--- src/pcs_pkg.sv ---
// shared constants and types for the percentile contrast stretch
`default_nettype none
package pcs_pkg;
    localparam int SAMPLE_BITS  = 16;
    localparam int MAX_CHANNELS = 4;
    localparam int COUNT_BITS   = 32;
    localparam int CHAN_BITS    = 2;
    localparam int NBINS        = 1 << SAMPLE_BITS;
    localparam int ADDR_BITS    = CHAN_BITS + SAMPLE_BITS;
    localparam int DEPTH        = MAX_CHANNELS * NBINS;
    localparam int QDEPTH       = 4;
    localparam int QPTR_BITS    = 2;
    localparam int QUO_BITS     = 8;

    localparam logic REQ_COLLECT = 1'b0;
    localparam logic REQ_MAP     = 1'b1;

    localparam logic [1:0] CFG_CHANNEL_COUNT = 2'd0;
    localparam logic [1:0] CFG_RATIO_LOW     = 2'd1;
    localparam logic [1:0] CFG_RATIO_HIGH    = 2'd2;

    localparam logic [COUNT_BITS-1:0] CNT_MAX = {COUNT_BITS{1'b1}};

    typedef struct packed {
        logic                   req_type;
        logic [CHAN_BITS-1:0]   chan;
        logic [SAMPLE_BITS-1:0] sample;
        logic                   last;
        logic                   active;
    } pcs_item_t;
endpackage
`default_nettype wire

--- src/pcs_front.sv ---
// input stage: classifies requests and queues them for the back end
`default_nettype none
module pcs_front import pcs_pkg::*; (
    input  wire logic                   aclk,
    input  wire logic                   aresetn,
    input  wire logic                   s_tvalid,
    output logic                        s_tready,
    input  wire logic                   req_type,
    input  wire logic [CHAN_BITS-1:0]   chan,
    input  wire logic [SAMPLE_BITS-1:0] sample,
    input  wire logic                   last,
    input  wire logic [2:0]             channel_count,
    output logic                        q_valid,
    output pcs_item_t                   q_item,
    input  wire logic                   q_pop
);
    pcs_item_t              q_mem [QDEPTH];
    logic [QPTR_BITS-1:0]   wr_reg, wr_next, rd_reg, rd_next;
    logic [QPTR_BITS:0]     cnt_reg, cnt_next;
    logic [2:0]             nch;
    pcs_item_t              item;
    logic                   push;

    always_comb begin
        if (channel_count == 3'd0) nch = 3'd1;
        else if (channel_count > 3'(MAX_CHANNELS)) nch = 3'(MAX_CHANNELS);
        else nch = channel_count;
        item.req_type = req_type;
        item.chan     = chan;
        item.sample   = sample;
        item.last     = last;
        item.active   = {1'b0, chan} < nch;
    end

    assign s_tready = cnt_reg != (QPTR_BITS+1)'(QDEPTH);
    assign push     = s_tvalid && s_tready;
    assign q_valid  = cnt_reg != '0;
    assign q_item   = q_mem[rd_reg];
    assign wr_next  = push ? wr_reg + 1'b1 : wr_reg;
    assign rd_next  = q_pop ? rd_reg + 1'b1 : rd_reg;
    assign cnt_next = cnt_reg + (QPTR_BITS+1)'(push) - (QPTR_BITS+1)'(q_pop);

    always_ff @(posedge aclk) begin
        if (push) begin
            q_mem[wr_reg] <= item;
        end
        if (!aresetn) begin
            wr_reg  <= '0;
            rd_reg  <= '0;
            cnt_reg <= '0;
        end else begin
            wr_reg  <= wr_next;
            rd_reg  <= rd_next;
            cnt_reg <= cnt_next;
        end
    end
endmodule
`default_nettype wire

--- config.mk ---
export PLATFORM = sky130hd
export DESIGN_NAME = pcs_front
export DESIGN_NICKNAME = d
export VERILOG_FILES = /design/src/pcs_pkg.sv /design/src/pcs_front.sv
export SDC_FILE = /design/constraint.sdc
export NUM_CORES = 1
export LEC_CHECK = 0
export BUFFER_PORTS_ARGS = -buffer_cell sky130_fd_sc_hd__buf_2
export CAP_MARGIN = 40
export CORE_AREA = 5 5 84 86
export CTS_BUF_LIST = sky130_fd_sc_hd__clkbuf_8
export DETAILED_ROUTE_END_ITERATION = 16
export DIE_AREA = 0 0 89 91
export GPL_ROUTABILITY_DRIVEN = 1
export MAX_ROUTING_LAYER = met4
export PLACE_DENSITY = 0.8
export SYNTH_ARGS = -nofsm -noshare
export SYNTH_HDL_FRONTEND = slang
export SYNTH_SLANG_ARGS = --single-unit
--- constraint.sdc ---
create_clock -name aclk -period 4.25 [get_ports aclk]
set_input_delay 0.2125 -clock aclk [delete_from_list [all_inputs] [get_ports aclk]]
set_output_delay 0.2125 -clock aclk [all_outputs]
set_load 0.05 [all_outputs]
==> results of run 1 <==
worst paths after layout:
kind,cells after the start,slack [ns],endpoint
setup reg to reg,11,1.93,cnt_reg[2]
hold reg to reg,2,0.50,wr_reg[0]
hold / removal,1,0.07,q_mem[1][3]
setup / recovery,3,1.92,q_item[17]
routing by layer:
metal	vias to the layer above	wire, um	track usage
met2	36	3020	0.243
met4	0	46	0.0596
li1	764	-	-
met3	6	215	0.0326
met1	835	2070	0.177
met5	-	0	-
cell families (layout without fill, tap and decap cells):
family | after synthesis | after routing
DFF | 93 | 93
and+or+nand+nor | 20 | 20
buffers and inverters | 10 | 76
AOI/OAI and AO/OA | 3 | 3
muxes | 23 | 23
adders and majority gates | 8 | 8
xor gates and xnor gates | 4 | 4
Yosys cell counts:
cell type and n:
mux4_2 20, nand2b_1 1, nor2b_1 2, mux4_1 1
xnor2_1 3, o21a_1 1, or3_1 1, edfxtp_1 84
a21boi_2 1, ha_1 7, buf_2 2, xor2_1 1
o21bai_1 1, mux2i_1 2, fa_1 1, and2_1 9
inv_1 5, clkbuf_1 1, buf_6 2, nor2_1 1
dfxtp_1 9, nand2_1 6
where the power goes:
part	internal (mW)	switching, mW
registers	1.10	0.0369
clock network	0.279	0.299
logic	0.168	0.339
layout make-up:
cell class / count / area [sq um]
Multi-Input combinational cell: 58 / 773
Clock buffer: 9 / 124
Clock inverter: 7 / 80.1
Timing Repair Buffer: 55 / 340
Sequential cell: 93 / 2700
Inverter: 5 / 18.8
Tap cell: 77 / 96.3
Fill cell: 387 / 2070
per-stage QoR:
step           area [sq um]  utilization
6_report               4140        0.666
2_1_floorplan          3530            -
4_1_cts                4140        0.666
3_5_place_dp           3930        0.634
3_3_place_gp           3840        0.619
5_1_grt                4140        0.666
worst max-delay path, delay by kind of cell (launching register included):
family	cells	cell delay [ns]
buffers and inverters	2	0.62
DFF	1	0.55
muxes	1	0.59
==> flow_summary.toml, run 1 <==
[global_routing]
grt_max_degree = 19
grt_usage = 0.148
antenna_found_initial = 0
grt_pass1_wl_um = 8580
first_global_vias = 1745
overflow = 0

[synthesis]
netlist_area_sq_mm = 0.00353
synth_top_family_by_area = "multiplexers"
muxShareOfSynthArea = 0.141
syn_inst = 161
synth_compound_gate_area_share = 0.00744
synth_top_area_cell = "edfxtp_1"
avgSynthCellArea_sq_um = 21.9
synth_seq_area_share = 0.765
synth_warnings = 0
yosysTopAreaCellShare = 0.714
ys_seq_elements = 93
synth-xor-area-share = 0.00992
synth-simple-area-share = 0.0305
syn_nets = 196
synth.distinct_cells = 22
synthAdderAreaFrac = 0.0305
synthTopCellsByArea = "edfxtp_1 71%, mux4_2 13%, dfxtp_1 5.1%, ha_1 2.5%, and2_1 1.6%"

[cts]
holdBufCountCts = 0
clk_pin_slew_ns = 0.09
cts-resized-gates = 0
clock_latency_ns = 0.35
cts_made_buffers = 9
cts_tree = "yes"
post_cts_buffers = 0
cts_root_buffer = "clkbuf_8"
cts.path.max_buffers = 2
clock-sinks = 93
htreeDepth = 3

[critical_path]
crit_required_ns = 4.04
path_cells = "buf_4 -> mux4_1 -> buf_2"
startpoint_type = "flop"
arrival_ns = 2.12
end_kind = "primary output"
cp_max_fo = 16
worst_r2r_startpoint = "cnt_reg[1]"
crit_type = "reg -> out"
critPathMaxStageDelay_ns = 0.59
crit_slowest_cell = "mux4_1"

[power_and_ir_drop]
power_density_mw_per_mm2 = 538
p_leak_nw = 1.45
p_total_mw = 2.22
ir_worst_vdd_v = 0.000327

[worst_hold_path]
min_path_type = "in -> reg"
min_from = "sample[1]"

[cells_and_area]
final_common_cell = "edfxtp_1"
syn2layout_area_growth_pct = 17.1
largest_reg_flops = 84
drive_above_1_share = 0.405
final_nets = 257
antenna_cells = 0
final_cells = 304
layout_common_cells = "84 x edfxtp_1, 49 x buf_2, 20 x mux4_2"

[sta]
hold_slack_ns = 0.0684
fin_crit_sh = 0.548
relSlewSlack = 0.669
max_freq_mhz = 429
worstMarginPinSlew_ns = 0.496
slew_violations = 0
fin_crit_ns = 2.33
clock_skew_ns = 0.00840
setup_viol = 0
final_hold_viol_count = 0
fin_ws_ns = 1.92
setup-tns-final_ns = 0
rsz0062_at_grt = "false"

[die]
die-area_sq_mm = 0.00810
pin_count = 50
rows = 29
core_sq_mm = 0.00620
fp.dieH_um = 91
fp.dieW_um = 89
start_util = 0.569

[drt]
post-route-drc-count = 0
vias = 1641
post_drt_wl_per_cell_um = 17.6
firstDrtPassIters = 4
routed_wl_um = 5360
viasPerCell = 5.40
drtIter0Drc = 69
antenna_left = 0

[placement]
dp.cells = 288
place_congestion = 0.722
place_ws_ns = 1.96
port-buffer-count = 49

[outcome]
outcome = "complete, no violations"

[flow_run]
cap_violations = 0
(Power assumes the default switching activity.)
==> run 2: changes to the inputs <==
==> constraint.sdc (replaced) <==
create_clock -name aclk -period 2.2 [get_ports aclk]
set_input_delay 0.11 -clock aclk [delete_from_list [all_inputs] [get_ports aclk]]
set_output_delay 0.11 -clock aclk [all_outputs]
set_load 0.05 [all_outputs]
==> run 2 against run 1 <==
Net effect:
- clock power grew 85%
- critical path depth grew 8
- non-clock buffer count is 23 higher
- via count rose by 4.2%
- critical path type is now reg -> reg
- largest power group unchanged
- design area up 5.0%
==> flow_summary.toml, run 2 (synthesis gave the netlist of run 1 again) <==
[cells_and_area]
layout_common_cells = "84 x edfxtp_1, 49 x buf_2, 20 x mux4_2, 20 x dlygate4sd3_1"
final_common_cell = "edfxtp_1"
final_nets = 280
n_fill_cell = 403
largest_reg_flops = 84
antenna_cells = 0
syn2layout_area_growth_pct = 23.0
drive_above_1_share = 0.384

[cts]
clock_latency_ns = 0.35
cts_tree = "yes"
cts_made_buffers = 9
clk_pin_slew_ns = 0.08
cts_root_buffer = "clkbuf_8"
cts.path.max_buffers = 2
clock-sinks = 93
htreeDepth = 3

[sta]
slew_violations = 0
final_hold_viol_count = 0
relSlewSlack = 0.728
max_freq_mhz = 491
fin_crit_sh = 0.925
fin_crit_ns = 2.04
setup_viol = 0
clock_skew_ns = 0.00885
hold_slack_ns = 0.0855
worstMarginPinSlew_ns = 0.407
rsz0062_at_grt = "false"
setup-tns-final_ns = 0

[global_routing]
grt_max_degree = 22
gr-usage-met2 = 0.259
antenna_found_initial = 0
grt_usage = 0.166
overflow = 0
first_global_vias = 1840
grt-busiest-layer = "met2"
grt_util_met1 = 0.212
grt_pass1_wl_um = 9460
grt_use_met3 = 0.0271

[die]
rows = 29
start_util = 0.569
pin_count = 50
core_sq_mm = 0.00620
fp.dieH_um = 91
die-area_sq_mm = 0.00810
fp.dieW_um = 89

[critical_path]
startpoint = "cnt_reg[1]"
worst_r2r_startpoint = "cnt_reg[1]"
end_kind = "flop"
crit_top_cell = "inv_1"
critPathMaxStageDelay_ns = 0.39
crit_slowest_cell = "dfxtp_4"
startpoint_type = "flop"
arrival_ns = 2.28
crit_required_ns = 2.44
cp_top_family = "adder cells"
cp_max_fo = 4
path_buf_inv = 3
crit_type = "reg -> reg"
path_cells = "nor2_2 -> a21boi_2 -> inv_1 -> ha_1 -> inv_1 -> ha_1 -> inv_1 -> fa_1 -> xnor2_1 -> xnor2_1 -> and2_1"

[worst_hold_path]
min_path_type = "in -> reg"
min_from = "aresetn"

[placement]
place_congestion = 0.673
hpwlAfterDp_um = 3940
port-buffer-count = 49

[power_and_ir_drop]
power_density_mw_per_mm2 = 992
switching_power_mw = 1.30
comb_power_share = 0.237
pwr-share-clk = 0.249
seq_power_share = 0.514
ir_worst_vdd_v = 0.000762
p_leak_nw = 1.54
p_int_mw = 3.01
swShare = 0.302

[drt]
firstDrtPassIters = 4
viasPerCell = 5.23
vias = 1710
routed_wl_um = 5920
post_drt_wl_per_cell_um = 18.1
post-route-drc-count = 0
antenna_left = 0
drtIter0Drc = 89

[outcome]
outcome = "complete, no violations"

[flow_run]
cap_violations = 0
-- run 2: area by class of cell --
| type | count | area, sq um | share of cell area |
|---|---|---|---|
| Multi-Input combinational cell | 58 | 776 | 0.179 |
| Timing Repair Buffer | 78 | 551 | 0.127 |
| Clock inverter | 7 | 68.8 | 0.0159 |
| Clock buffer | 9 | 124 | 0.0285 |
| Sequential cell | 93 | 2710 | 0.624 |
| Tap cell | 77 | 96.3 | 0.0222 |
| Inverter | 5 | 18.8 | 0.00432 |
-- run 2: worst reg2reg max path, delay by kind of cell, from the launching register on --
family	cells	cell delay, ns
xor gates and xnor gates	2	0.27
AOI/OAI and AO/OA	1	0.16
and+or+nand+nor	2	0.20
adders and majority gates	3	0.77
DFF	1	0.39
buffers and inverters	3	0.16
-- run 2: per-layer routing --
| layer | vias up | share of wire | wire length [um] |
|---|---|---|---|
| met5 | - | 0 | 0 |
| met4 | 0 | 0.019 | 111 |
| met3 | 10 | 0.038 | 226 |
| met2 | 35 | 0.52 | 3100 |
| met1 | 855 | 0.42 | 2480 |
| li1 | 810 | - | - |
-- run 2: through the flow --
stage	util	total power [mW]	worst slack (ns)	area, sq um	std cells
6_report	0.700	4.31	0.164	4340	327
5_1_grt	0.700	4.51	0.0157	4340	327
4_1_cts	0.699	4.34	0.0252	4330	327
3_5_place_dp	0.635	3.25	0.0464	3940	291
3_3_place_gp	0.635	3.21	0.149	3940	291
2_1_floorplan	-	2.97	0.0736	3530	161
-- run 2: final timing paths --
| path | endpoint | slack, ns | cells after the start |
|---|---|---|---|
| max | cnt_reg[2] | 0.16 | 11 |
| min | cnt_reg[1] | 0.09 | 2 |
| max reg2reg | cnt_reg[2] | 0.16 | 11 |
| min reg2reg | wr_reg[0] | 0.52 | 2 |
-- run 2: power groups by stage --
stage | registers (mW) | clock network, mW | logic [mW]
floorplan | 2.22 | 0 | 0.755
global placement | 2.23 | 0 | 0.985
detailed placement | 2.25 | 0 | 1.01
CTS | 2.21 | 1.10 | 1.03
global route | 2.23 | 1.19 | 1.09
finish | 2.21 | 1.07 | 1.02
-- run 2: repair_timing --
item	CTS	global route
gates resized for setup	0	4
endpoints found under the hold margin	80	0
setup endpoints to repair	0	11
buffers inserted	0	0
hold buffers	20	0
==> run 3: changes to the inputs <==
--- a/config.mk
+++ b/config.mk
@@ -14,6 +14,7 @@
 export GPL_ROUTABILITY_DRIVEN = 1
 export MAX_ROUTING_LAYER = met4
 export PLACE_DENSITY = 0.8
+export SETUP_SLACK_MARGIN = 0.2
 export SYNTH_ARGS = -nofsm -noshare
 export SYNTH_HDL_FRONTEND = slang
 export SYNTH_SLANG_ARGS = --single-unit
==> run 3 against run 2 <==
Net effect:
- routed wire length shrank 0.95%
- sequential power about the same
- count of clock-buffer cells in the layout did not move
- first-iteration DRC count up 17%
- worst setup slack better by 0.097 ns
- design area is 2.2% higher
- clock power increased by 12%
- die area unchanged
- via count is 2.0% higher
- sequential share of layout area shrank 1.3 points
- clock skew down 0.0039 ns
- non-clock buffer count rose by 5
- highest routed layer unchanged
==> flow_summary.toml, run 3 (synthesis gave the netlist of run 1 again) <==
[drt]
post-route-drc-count = 0
drtIter0Drc = 104
vias = 1745
routed_wl_um = 5860
antenna_left = 0
firstDrtPassIters = 4
post_drt_wl_per_cell_um = 17.7
viasPerCell = 5.26

[cells_and_area]
multi_input_area_sq_um = 823
fin_util = 0.715
n_fill_cell = 362
syn2layout_area_growth_pct = 25.6
layout_common_cells = "84 x edfxtp_1, 49 x buf_2, 20 x mux4_2, 20 x dlygate4sd3_1, 13 x buf_4"
drive_above_1_share = 0.431
antenna_cells = 0
final_common_cell = "edfxtp_1"
regArea_sq_mm = 0.00271
largest_reg_flops = 84
final_nets = 285

[sta]
worstMarginPinSlew_ns = 0.325
clock_skew_ns = 0.00497
final_hold_viol_count = 0
fin_crit_ns = 1.94
rsz0062_at_grt = "true"
hold_slack_ns = 0.0909
max_freq_mhz = 516
fin_crit_sh = 0.881
slew_violations = 0
relSlewSlack = 0.783
setup-tns-final_ns = 0
setup_viol = 0

[critical_path]
end_kind = "flop"
crit_type = "reg -> reg"
arrival_ns = 2.18
startpoint_type = "flop"
cp_max_fo = 2
crit_required_ns = 2.44

[power_and_ir_drop]
p_total_mw = 4.53
ir_worst_vdd_v = 0.000719
power_density_mw_per_mm2 = 1020
p_leak_nw = 1.59

[die]
pin_count = 50
fp.dieH_um = 91
fp.dieW_um = 89
rows = 29
die-area_sq_mm = 0.00810
core_sq_mm = 0.00620
start_util = 0.569

[outcome]
outcome = "complete, no violations"

[global_routing]
antenna_found_initial = 0
grt_max_degree = 22
overflow = 0
grt_usage = 0.163
first_global_vias = 1798
grt_pass1_wl_um = 9250

[cts]
htreeDepth = 3
cts_tree = "yes"
cts_root_buffer = "clkbuf_8"
cts_made_buffers = 9
clock_latency_ns = 0.34
clk_pin_slew_ns = 0.08
cts.path.max_buffers = 2
clock-sinks = 93

[placement]
place_congestion = 0.700
hpwlAfterDp_um = 3800
port-buffer-count = 49

[flow_run]
cap_violations = 0

[worst_hold_path]
min_path_type = "in -> reg"
## run 3: changes by cell type in the layout (fill, tap and decap cells not counted), sizes merged
cell	before	now
clkinvlp	3	0
bufinv	1	2
buf	58	63
clkinv	1	4
inv	7	6
## run 3: critical path, stage by stage, from the launching register on
cell	delay (ns)
dfxtp_4	0.37
nor2_4	0.05
a21boi_4	0.15
inv_2	0.06
ha_4	0.21
inv_4	0.05
ha_4	0.12
inv_2	0.04
fa_2	0.39
xnor2_2	0.14
xnor2_1	0.12
and2_1	0.13
## run 3: path summary, 6_finish.rpt
| check | start | end | slack (ns) | cells past startpoint |
|---|---|---|---|---|
| max | cnt_reg[1] | cnt_reg[2] | 0.26 | 11 |
| min | aresetn | cnt_reg[1] | 0.09 | 2 |
| max reg2reg | cnt_reg[1] | cnt_reg[2] | 0.26 | 11 |
| min reg2reg | wr_reg[0] | wr_reg[0] | 0.53 | 2 |
## run 3: where the power goes
group          internal, mW  total, mW  switching [mW]
Clock                 0.645       1.20           0.556
Combinational         0.412       1.12           0.712
Sequential             2.14       2.21          0.0709
## run 3: layer usage
metal / track usage / routed length (um) / vias to the layer above
met5: - / 0 / -
li1: - / - / 818
met1: 0.194 / 2220 / 873
met4: 0.0757 / 106 / 0
met2: 0.266 / 3270 / 45
met3: 0.0317 / 257 / 9
## run 3: through the flow
step,cells,cell area [sq um],worst slack [ns]
floorplan,161,3560,0.186
global placement,293,3960,0.222
detailed placement,293,3960,0.205
CTS,331,4400,0.217
global route,332,4440,0.180
finish,332,4440,0.261
## run 3: repair_timing
action,4_1_cts,5_1_grt
hold buffers,20,0
setup buffers,2,1
setup endpoints to repair,1,1
pin swaps,0,8
resized for setup,1,7
hold endpoints to repair,80,0
## run 3: layout make-up
cell class,instances,area share
sequential,93,0.611
multi-input combinational,58,0.186
timing repair buffer,83,0.127
clock buffer,9,0.0279
clock inverter,7,0.0223
tap,77,0.0217
inverter,5,0.00480
